**config.mk**
```make
export PLATFORM = sky130hd
export DESIGN_NAME = rau_queue
export DESIGN_NICKNAME = d
export VERILOG_FILES = /design/src/design/rau_pkg.sv /design/src/design/rau_queue.sv
export SDC_FILE = /design/constraint.sdc
export NUM_CORES = 1
export LEC_CHECK = 0
export BUFFER_PORTS_ARGS = -buffer_cell sky130_fd_sc_hd__buf_2
export CAP_MARGIN = 20
export CORE_MARGIN = 8
export CORE_UTILIZATION = 30
export DETAILED_ROUTE_END_ITERATION = 12
export MAX_ROUTING_LAYER = met4
export SYNTH_ARGS = -nofsm -noshare
export SYNTH_HDL_FRONTEND = slang
export SYNTH_SLANG_ARGS = --single-unit
```
**constraint.sdc**
```tcl
create_clock -name clk -period 12.8 [get_ports clk]
set_input_delay 0.64 -clock clk [delete_from_list [all_inputs] [get_ports clk]]
set_output_delay 0.64 -clock clk [all_outputs]
set_load 0.01 [all_outputs]
```
**src/design/rau_pkg.sv**
```systemverilog
// rau_pkg: types, operation and status codes of the rational arithmetic unit.
// Used by every module in the design folder; depends on nothing.
package rau_pkg;

  // Fixed field widths of the request and result channels
  localparam int unsigned FLD_W  = 32;
  localparam int unsigned DEN_W  = 31;
  localparam int unsigned MAG_W  = FLD_W + 1;   // magnitude of one field
  localparam int unsigned ACC_W  = 2 * MAG_W;   // cross-product and sum
  localparam int unsigned SHF_W  = 7;           // holds 0..ACC_W

  // Operation codes
  localparam logic [2:0] OP_ADD = 3'd0;
  localparam logic [2:0] OP_SUB = 3'd1;
  localparam logic [2:0] OP_MUL = 3'd2;
  localparam logic [2:0] OP_DIV = 3'd3;
  localparam logic [2:0] OP_RED = 3'd4;
  localparam logic [2:0] OP_EQU = 3'd5;

  // Status codes
  localparam logic [1:0] ST_OK   = 2'd0;
  localparam logic [1:0] ST_ZDEN = 2'd1;
  localparam logic [1:0] ST_DIVZ = 2'd2;
  localparam logic [1:0] ST_OVF  = 2'd3;

  typedef struct packed {
    logic [2:0]              operation;
    logic signed [FLD_W-1:0] a_num;
    logic signed [FLD_W-1:0] a_den;
    logic signed [FLD_W-1:0] b_num;
    logic signed [FLD_W-1:0] b_den;
  } in_t;

  typedef struct packed {
    logic signed [FLD_W-1:0] res_num;
    logic [DEN_W-1:0]        res_den;
    logic [1:0]              status;
    logic                    is_equal;
  } out_t;

  // Classified work item passed from front to back
  typedef struct packed {
    logic             done;     // result known, no arithmetic needed
    logic [1:0]       status;
    logic             is_equal;
    logic [MAG_W-1:0] m0a;      // first numerator term operands
    logic [MAG_W-1:0] m0b;
    logic             neg0;
    logic [MAG_W-1:0] m1a;      // second numerator term operands
    logic [MAG_W-1:0] m1b;
    logic             neg1;
    logic [MAG_W-1:0] m2a;      // denominator operands
    logic [MAG_W-1:0] m2b;
    logic             negd;
  } work_t;

endpackage

```
**src/design/rau_queue.sv**
```systemverilog
// rau_queue: two-entry queue of work items between front and back.
// Depends on rau_pkg.
module rau_queue (
  input  logic           clk,
  input  logic           rst_n,
  input  logic           push,
  input  rau_pkg::work_t push_item,
  output logic           q_full,
  input  logic           pop,
  output logic           q_valid,
  output rau_pkg::work_t pop_item
);

  rau_pkg::work_t slot_r [2];
  logic           wr_ptr_r, wr_ptr_nxt;
  logic           rd_ptr_r, rd_ptr_nxt;
  logic [1:0]     cnt_r, cnt_nxt;

  assign q_full   = (cnt_r == 2'd2);
  assign q_valid  = (cnt_r != 2'd0);
  assign pop_item = slot_r[rd_ptr_r];

  // Advance pointers and fill count
  always_comb begin
    wr_ptr_nxt = push ? ~wr_ptr_r : wr_ptr_r;
    rd_ptr_nxt = pop ? ~rd_ptr_r : rd_ptr_r;
    cnt_nxt    = cnt_r + {1'b0, push} - {1'b0, pop};
  end

  always_ff @(posedge clk) begin
    if (!rst_n) begin
      wr_ptr_r <= 1'b0;
      rd_ptr_r <= 1'b0;
      cnt_r    <= 2'd0;
    end else begin
      wr_ptr_r <= wr_ptr_nxt;
      rd_ptr_r <= rd_ptr_nxt;
      cnt_r    <= cnt_nxt;
    end
  end

  always_ff @(posedge clk) begin
    if (push) begin
      slot_r[wr_ptr_r] <= push_item;
    end
  end

endmodule

```
==> flow_summary.json <==
{
  "status": "complete, no violations",
  "htreeDepth": 2,
  "syn_avg_cell_area_sq_um": 23.7,
  "leakage_nw": 7.63,
  "post_cts_resized": 0,
  "cp.required_ns": 12.16,
  "cts_setup_buffers": 0,
  "critPathBufInv": 3,
  "cp-end-kind": "output pin",
  "dr.pass1.iters": 6,
  "crit_slowest_cell": "dfxtp_4",
  "cpPeakStageDelay_ns": 0.91,
  "clk_pin_slew_ns": 0.06,
  "drc_errors": 0,
  "ios": 416,
  "dp_cells": 1739,
  "mostFrequentLayoutCell": "buf_2",
  "slew-limit-headroom_pct": 31.6,
  "syn_to_final_growth_pct": 26.3,
  "mostFrequentLayoutCells": "415 x buf_2, 410 x edfxtp_1, 150 x mux2_4",
  "cts_buffers": 45,
  "drt-initial-drc-count": 338,
  "fin_cells": 1822,
  "cp-start-kind": "flip-flop",
  "cts-hold-fix-buffers": 0,
  "grt_max_degree": 140,
  "period_needed_ns": 4.36,
  "hold_viol": 0,
  "post-route-period-util_pct": 34.1,
  "start_util_pct": 30.4,
  "yosys_warnings": 0,
  "report.final.slew_viol_count": 0,
  "cts-root-buf": "clkbuf_16",
  "die_area_sq_mm": 0.0597,
  "track_usage_pct": 11.6,
  "grt.overflow.total": 0,
  "path_max_fanout": 55,
  "layout-drive-gt1-share_pct": 61.0,
  "die_h_microns": 244,
  "cp_cell_sequence": "buf_4 -> buf_4 -> mux2_4 -> buf_2",
  "crit_family": "buffers and inverters",
  "cts_tree": "done",
  "min_path_type": "primary input to flip-flop",
  "syn_nets": 870,
  "grt_pass1_wl_mm": 51.9,
  "wl_mm": 35.3,
  "tns_ns": 0,
  "setup_violations": 0,
  "die_x_microns": 244,
  "cts_buffer_depth": 3,
  "critPathKind": "flip-flop to output pin",
  "ys_seq_elements": 415,
  "cts.sinks": 415,
  "wl_per_cell_microns": 19.4,
  "max_cap_violations": 0,
  "synth_area_sq_mm": 0.0156,
  "yosysSeqAreaShare_pct": 79.4,
  "clkLatencyLatePin_ns": 0.54,
  "ant_nets": 0,
  "worstPathArrival_ns": 3.72,
  "crit_top_cell": "buf_4",
  "fin_nets": 1317,
  "synth_cells": 659,
  "io_buffers": 415,
  "dp_hpwl_mm": 24.4,
  "grt_pass1_vias": 8276,
  "place_congestion": 0.775,
  "clock_skew_ns": 0.00701,
  "avgViaCountPerCell": 4.20,
  "cellPowerDensity_mw_per_mm2": 157,
  "fmax_mhz": 229,
  "grt_antenna_before_repair": 2,
  "rsz0062_at_grt": "no",
  "core_area_sq_mm": 0.0514,
  "row_count": 83,
  "max-vdd-ir-drop_uv": 105,
  "ys_types": 14,
  "worst-slew-pin-transition_ns": 1.03,
  "vias": 7652
}
==> cell families (layout without fill, tap and decap cells) <==
family / count (synthesis) / after routing / synth area share, %
compound gates: 1 / 1 / 0.0480
xor+xnor: 2 / 2 / 0.200
simple gates: 9 / 9 / 0.360
flops: 415 / 415 / 79.4
buf+inv: 25 / 505 / 1.50
fa+ha+maj: 2 / 2 / 0.160
mux: 205 / 205 / 18.4
other cells: 0 / 3 / 0
==> synth_stat cells <==
master | n | area [sq um]
buf_6 | 18 | 203
or2_2 | 1 | 6.26
mux2_4 | 150 | 2250
xnor3_1 | 1 | 22.5
and2_1 | 4 | 25.0
o21a_1 | 1 | 7.51
mux2_2 | 55 | 619
edfxtp_1 | 410 | 12300
dfxtp_1 | 5 | 100
inv_1 | 2 | 7.51
ha_1 | 2 | 25.0
xor2_1 | 1 | 8.76
nor2b_1 | 4 | 25.0
buf_2 | 5 | 25.0
==> stage by stage <==
step           worst slack, ns  power (mW)  hold WS [ns]  area [sq um]  util (%)
2_1_floorplan             2.48        1.85         0.555         15600         -
3_3_place_gp              8.98        1.97         0.562         18400      35.8
3_5_place_dp              8.93        1.98         0.563         18400      35.8
4_1_cts                   8.30        3.16         0.235         19700      38.4
5_1_grt                   8.18        3.23         0.236         19800      38.4
6_report                  8.44        3.10         0.284         19800      38.4
==> per-layer routing <==
metal / global-route usage, % / up-vias / wire (microns)
met5: - / - / 0
li1: - / 3519 / -
met1: 13.6 / 3810 / 14600
met3: 3.71 / 48 / 2490
met4: 2.98 / 0 / 574
met2: 19.1 / 275 / 17700
==> layout make-up <==
class	count	area [sq um]
repair buffers	423	2150
multi-input cells	219	3000
clock inverters	27	166
flip-flops and latches	415	12400
inverters	2	7.51
clock buffers	53	1160
well taps	680	851
diodes	3	7.51
fillers	4745	31700
==> power by group <==
| part | internal [mW] | switching [mW] |
|---|---|---|
| logic | 0.173 | 0.169 |
| registers | 1.57 | 0.0247 |
| clock network | 0.665 | 0.497 |
==> final timing paths <==
check,endpoint,depth (start not counted),from,slack (ns)
min reg2reg,flip-flop,2,rd_ptr_r,0.58
max reg2reg,slot_r[1][41],3,wr_ptr_r,9.80
min,slot_r[0][27],1,push_item[27],0.28
max,pop_item[74],4,flip-flop,8.44
==> registers in the layout, summed over array words and instances (netlist names), named ones only <==
| register | flops |
|---|---|
| slot_r | 410 |
| cnt_r | 2 |
| rd_ptr_r | 1 |
| wr_ptr_r | 1 |
==> worst reg2reg max path: stages (launching register included) <==
cell and delay (ns):
dfxtp_1 0.38, and2_4 0.61, buf_4 0.73, buf_4 0.80
Power figures use the tool's default switching activity.
