--- src/design/rau_pkg.sv ---
// rau_pkg: types, operation and status codes of the rational arithmetic unit.
// Used by every module in the design folder; depends on nothing.
package rau_pkg;

  // Fixed field widths of the request and result channels
  localparam int unsigned FLD_W  = 32;
  localparam int unsigned DEN_W  = 31;
  localparam int unsigned MAG_W  = FLD_W + 1;   // magnitude of one field
  localparam int unsigned ACC_W  = 2 * MAG_W;   // cross-product and sum
  localparam int unsigned SHF_W  = 7;           // holds 0..ACC_W

  // Operation codes
  localparam logic [2:0] OP_ADD = 3'd0;
  localparam logic [2:0] OP_SUB = 3'd1;
  localparam logic [2:0] OP_MUL = 3'd2;
  localparam logic [2:0] OP_DIV = 3'd3;
  localparam logic [2:0] OP_RED = 3'd4;
  localparam logic [2:0] OP_EQU = 3'd5;

  // Status codes
  localparam logic [1:0] ST_OK   = 2'd0;
  localparam logic [1:0] ST_ZDEN = 2'd1;
  localparam logic [1:0] ST_DIVZ = 2'd2;
  localparam logic [1:0] ST_OVF  = 2'd3;

  typedef struct packed {
    logic [2:0]              operation;
    logic signed [FLD_W-1:0] a_num;
    logic signed [FLD_W-1:0] a_den;
    logic signed [FLD_W-1:0] b_num;
    logic signed [FLD_W-1:0] b_den;
  } in_t;

  typedef struct packed {
    logic signed [FLD_W-1:0] res_num;
    logic [DEN_W-1:0]        res_den;
    logic [1:0]              status;
    logic                    is_equal;
  } out_t;

  // Classified work item passed from front to back
  typedef struct packed {
    logic             done;     // result known, no arithmetic needed
    logic [1:0]       status;
    logic             is_equal;
    logic [MAG_W-1:0] m0a;      // first numerator term operands
    logic [MAG_W-1:0] m0b;
    logic             neg0;
    logic [MAG_W-1:0] m1a;      // second numerator term operands
    logic [MAG_W-1:0] m1b;
    logic             neg1;
    logic [MAG_W-1:0] m2a;      // denominator operands
    logic [MAG_W-1:0] m2b;
    logic             negd;
  } work_t;

endpackage

--- src/design/rau_front.sv ---
// rau_front: accepts requests, converts fields to sign-magnitude and sorts
// out special cases. Depends on rau_pkg.
module rau_front #(
  parameter int unsigned FIELD_WIDTH = 32
) (
  input  logic          clk,
  input  logic          rst_n,
  input  logic          in_valid,
  output logic          in_stall,
  input  rau_pkg::in_t  in_data,
  output logic          push,
  input  logic          q_full,
  output rau_pkg::work_t push_item
);

  localparam logic [rau_pkg::MAG_W-1:0] FULL = rau_pkg::MAG_W'(1) << FIELD_WIDTH;
  localparam logic [rau_pkg::FLD_W-1:0] MASK = rau_pkg::FLD_W'(FULL - 1'b1);
  localparam logic [rau_pkg::MAG_W-1:0] ONE  = rau_pkg::MAG_W'(1);

  logic           f_valid_r, f_valid_nxt;
  rau_pkg::work_t f_item_r, f_item_nxt;
  logic           accept;

  logic [rau_pkg::MAG_W-1:0] an, ad, bn, bd;
  logic                      san, sad, sbn, sbd;

  // Take low field bits as two's complement, return magnitude
  function automatic logic [rau_pkg::MAG_W-1:0] mag_of(input logic [rau_pkg::FLD_W-1:0] f);
    logic [rau_pkg::FLD_W-1:0] v;
    v = f & MASK;
    mag_of = f[FIELD_WIDTH-1] ? (FULL - {1'b0, v}) : {1'b0, v};
  endfunction

  assign in_stall  = f_valid_r && q_full;
  assign accept    = in_valid && !in_stall;
  assign push      = f_valid_r && !q_full;
  assign push_item = f_item_r;

  assign an  = mag_of(in_data.a_num);
  assign ad  = mag_of(in_data.a_den);
  assign bn  = mag_of(in_data.b_num);
  assign bd  = mag_of(in_data.b_den);
  assign san = in_data.a_num[FIELD_WIDTH-1];
  assign sad = in_data.a_den[FIELD_WIDTH-1];
  assign sbn = in_data.b_num[FIELD_WIDTH-1];
  assign sbd = in_data.b_den[FIELD_WIDTH-1];

  // Classify request and select multiplier operands
  always_comb begin
    f_item_nxt          = '0;
    f_item_nxt.status   = rau_pkg::ST_OK;
    if (in_data.operation == rau_pkg::OP_EQU) begin
      f_item_nxt.done     = 1'b1;
      f_item_nxt.is_equal = (((in_data.a_num ^ in_data.b_num) & MASK) == '0) &&
                            (((in_data.a_den ^ in_data.b_den) & MASK) == '0);
    end else if (in_data.operation > rau_pkg::OP_EQU) begin
      f_item_nxt.done = 1'b1;
    end else if (ad == '0 || (in_data.operation != rau_pkg::OP_RED && bd == '0)) begin
      f_item_nxt.done   = 1'b1;
      f_item_nxt.status = rau_pkg::ST_ZDEN;
    end else if (in_data.operation == rau_pkg::OP_DIV && bn == '0) begin
      f_item_nxt.done   = 1'b1;
      f_item_nxt.status = rau_pkg::ST_DIVZ;
    end else begin
      case (in_data.operation)
        rau_pkg::OP_ADD, rau_pkg::OP_SUB: begin
          f_item_nxt.m0a  = an;
          f_item_nxt.m0b  = bd;
          f_item_nxt.neg0 = san ^ sbd;
          f_item_nxt.m1a  = bn;
          f_item_nxt.m1b  = ad;
          f_item_nxt.neg1 = sbn ^ sad ^ (in_data.operation == rau_pkg::OP_SUB);
          f_item_nxt.m2a  = ad;
          f_item_nxt.m2b  = bd;
          f_item_nxt.negd = sad ^ sbd;
        end
        rau_pkg::OP_MUL: begin
          f_item_nxt.m0a  = an;
          f_item_nxt.m0b  = bn;
          f_item_nxt.neg0 = san ^ sbn;
          f_item_nxt.m2a  = ad;
          f_item_nxt.m2b  = bd;
          f_item_nxt.negd = sad ^ sbd;
        end
        rau_pkg::OP_DIV: begin
          f_item_nxt.m0a  = an;
          f_item_nxt.m0b  = bd;
          f_item_nxt.neg0 = san ^ sbd;
          f_item_nxt.m2a  = ad;
          f_item_nxt.m2b  = bn;
          f_item_nxt.negd = sad ^ sbn;
        end
        default: begin
          f_item_nxt.m0a  = an;
          f_item_nxt.m0b  = ONE;
          f_item_nxt.neg0 = san;
          f_item_nxt.m2a  = ad;
          f_item_nxt.m2b  = ONE;
          f_item_nxt.negd = sad;
        end
      endcase
    end
  end

  // Hold the classified request until the queue takes it
  always_comb begin
    if (accept) begin
      f_valid_nxt = 1'b1;
    end else if (push) begin
      f_valid_nxt = 1'b0;
    end else begin
      f_valid_nxt = f_valid_r;
    end
  end

  always_ff @(posedge clk) begin
    if (!rst_n) begin
      f_valid_r <= 1'b0;
    end else begin
      f_valid_r <= f_valid_nxt;
    end
  end

  always_ff @(posedge clk) begin
    if (accept) begin
      f_item_r <= f_item_nxt;
    end
  end

endmodule

--- config.mk ---
export PLATFORM = sky130hd
export DESIGN_NAME = rau_front
export DESIGN_NICKNAME = d
export VERILOG_FILES = /design/src/design/rau_pkg.sv /design/src/design/rau_front.sv
export SDC_FILE = /design/constraint.sdc
export NUM_CORES = 1
export LEC_CHECK = 0
export BUFFER_PORTS_ARGS = -buffer_cell sky130_fd_sc_hd__buf_2
export CORE_ASPECT_RATIO = 0.75
export CORE_MARGIN = 1.5
export CORE_UTILIZATION = 55
export DETAILED_ROUTE_END_ITERATION = 10
export GPL_TIMING_DRIVEN = 0
export HOLD_SLACK_MARGIN = 0.1
export PLACE_DENSITY = 0.83
export SETUP_SLACK_MARGIN = 0.05
export SYNTH_ARGS = -nofsm -noshare
export SYNTH_HDL_FRONTEND = slang
export SYNTH_SLANG_ARGS = --single-unit
--- constraint.sdc ---
create_clock -name clk -period 16.3 [get_ports clk]
set_input_delay 0.815 -clock clk [delete_from_list [all_inputs] [get_ports clk]]
set_output_delay 0.815 -clock clk [all_outputs]
set_load 0.01 [all_outputs]
==> key figures <==
Outcome
  – Status: finished clean

Timing
  – Setup TNS Final: 0 ps
  – Hold Slack: 517 ps
  – Final setup vio count: 0
  – Final slew viol count: 0
  – Fmax: 173 MHz
  – Unrepaired setup endpoints after global routing: false
  – Clock skew: 12.3 ps
  – Relative slew margins: 0.248
  – Period utilization: 0.354
  – Tightest Pin Transition: 1130 ps
  – Min cycle time layout: 5760 ps
  – Hold Vio Cnt, Final: 0

Drt
  – Routed Wire Length: 52.9 mm
  – DR pass1 iterations: 5
  – Routed len/inst: 26.1 um
  – Final ANT Viol Nets: 0
  – Via density: 6.62
  – Starting DRT DRC Count: 1,729
  – Drc violations: 0
  – Via Count: 13,400

Pwr
  – Cell Pwr Density: 90.9 nW/um^2
  – Net Switching: 0.000428 W
  – Clk pwr share: 0.341
  – Comb pwr share: 0.214
  – Reg power frac: 0.446
  – Internal power: 0.00102 W
  – Max VDD drop: 0.0692 mV
  – Sw frac: 0.296
  – Leakage: 5.94 nW

Synth
  – Post-synth EDFFs: 205
  – Simple-gate portion of the synthesized area: 0.231
  – Flops & latches, synth: 206
  – Largest family of logic cells by synthesized area: simple AND/OR/NAND/NOR gates
  – Post-Syn Area: 13,200 um^2
  – Register area share after synthesis: 0.467
  – Compound-Gate Fraction of Synth Area: 0.111
  – Cell taking the most area after synthesis: edfxtp_1
  – Post-Synth XOR/XNOR Area: 0.126
  – Most frequent cell after synthesis: edfxtp_1
  – Synth cell types: 65
  – Cells after Synth: 1,376
  – Top post-synthesis cells by area: edfxtp_1, xor2_1, xnor2_1, nor4_1, nand2_1
  – Post-synth top area share: 0.465
  – Post-synthesis mux area share: 0.0127
  – Adder-Cell Fraction of Synth Area: 0.00378
  – Commonest cells post-synth: edfxtp_1, nand2_1, nor2_1
  – Average cell area after synthesis: 9.61 um^2
  – Synth warn: 0
  – Most used DFF post-synth: edfxtp_1
  – Synth async-reset ratio: 0

Layout
  – Area occupied by multi-input gates: 6430 um^2
  – Layout area overhead: 20.2%
  – FF/Latch Area: 6180 um^2
  – Finished Layout Cells: 2,024
  – Fill count: 1,875
  – # nets final: 1,843
  – Layout cells sized above 1: 0.217

Global routing
  – Global-route usage over all layers: 0.410
  – Antenna violations before repair: 9
  – Vias in the first global route: 12,100
  – Global-route wire length before repair: 75.7 mm
  – GRT Residual Overflow: 0
  – Pin count of the biggest net entering global routing: 41

Floorplanning
  – Rows: 48
  – Core box area: 23,300 um^2
  – Die W: 182 um
  – Die ar.: 25,000 um^2
  – Boundary Pins: 342
  – Die height: 137 um
  – Initial Util: 0.568

Clock network
  – CTS root buffer: clkbuf_16
  – H-tree depth: 1
  – Hold Buf Count CTS: 0
  – Setup Buffers After CTS: 0
  – Clock sink total: 206
  – Worst skew pair latency: 520 ps
  – Inserted Clock Buffers: 21
  – PostCTS Resize Cnt: 0
  – Bufs on Longest Clock Path: 3
  – TritonCTS clock tree: built
  – Clk slew on worst S/H paths: 60 ps

Placed design
  – Routability cong.: 1.01
  – DP Cell Count: 1,981
  – DPL Wire Length: 41.0 mm
  – Port Buffers: 294

Critical path
  – Crit Path Class: input port to flip-flop
  – CP arrival: 6020 ps
  – Setup crit start: in_data[64]
  – R2r startpoint: f_valid_r$_SDFFE_PN0P_
  – Startpoint Class: input port
  – Data required, critical path: 16,560 ps
  – CP max FO: 10
  – Crit. End Element: flip-flop

Flow run
  – Max-cap viol count: 0

Hold path
  – HP Class: input port to flip-flop
  – HP Start: rst_n
==> cells by family (layout without fill, tap and decap cells) <==
logic type,count (synthesis),in the layout
xor+xnor,190,190
simple gates,592,592
buf+inv,159,494
fa+ha+maj,4,4
mux,16,16
other cells,1,14
flops,206,206
compound gates,208,208
==> per-layer routing <==
layer	vias to the layer above	routed length (um)	track usage
met5	-	60	0
met4	8	1840	0.132
met3	149	8580	0.154
met2	1148	22000	0.603
met1	6285	20400	0.560
li1	5811	-	-
==> worst max-delay path, cell delays in order <==
cell,delay [ps]
buf_2,170
inv_1,160
ha_1,290
nor3b_1,930
nand4_1,410
o41ai_1,480
xor2_1,470
nand4_1,200
nor3_1,350
a22o_1,170
buf_2,290
clkbuf_1,700
clkbuf_1,430
nor3_1,130
==> per-stage QoR <==
step | power, W | worst slack [ps] | area [um^2] | utilization
floorplan | 0.000828 | 5460 | 13200 | -
global placement | 0.000954 | 2400 | 15100 | 0.648
detailed placement | 0.000951 | 10350 | 15200 | 0.653
CTS | 0.00143 | 10890 | 15900 | 0.682
global route | 0.00148 | 10450 | 15900 | 0.682
finish | 0.00145 | 10540 | 15900 | 0.682
==> power groups by stage <==
| stage | registers (W) | logic, W | clock network, W |
|---|---|---|---|
| after CTS | 0.000644 | 0.000298 | 0.000490 |
| after global placement | 0.000667 | 0.000287 | 0 |
| final | 0.000644 | 0.000309 | 0.000493 |
| after global routing | 0.000647 | 0.000325 | 0.000508 |
| after floorplan | 0.000686 | 0.000142 | 0 |
| after detailed placement | 0.000655 | 0.000296 | 0 |
==> cells in the final DEF (no fill, tap or decap), drive strengths merged, types with 22 or more instances in the layout <==
master,n
clkbuf,143
nand4,22
or4,24
buf,327
nand2,136
xor2,96
nor3,48
a2111oi,28
edfxtp,205
o21ai,44
o31ai,38
nor4,131
xnor2,94
a21oi,32
nor2,133
==> worst paths after layout <==
| path | end | slack (ps) | cells after the start |
|---|---|---|---|
| setup / recovery | push_item[39]$_SDFFCE_PP0P_ | 10540 | 14 |
| hold / removal | f_valid_r$_SDFFE_PN0P_ | 520 | 2 |
| setup reg to reg | push_item[29]$_SDFFCE_PP0P_ | 13890 | 5 |
| hold reg to reg | f_valid_r$_SDFFE_PN0P_ | 710 | 2 |
==> area by class of cell <==
type	count	area share
tap	300	0.0236
sequential	206	0.388
clock inverter	11	0.00858
clock buffer	24	0.0338
antenna	8	0.00126
timing repair buffer	300	0.0994
inverter	12	0.00283
buffer	147	0.0375
multi-input combinational	1016	0.405
==> registers in the layout, summed over array words and instances (netlist names) <==
register / count
f_valid_r: 1
push_item: 205
No activity file was read; power rests on OpenSTA's default activity.
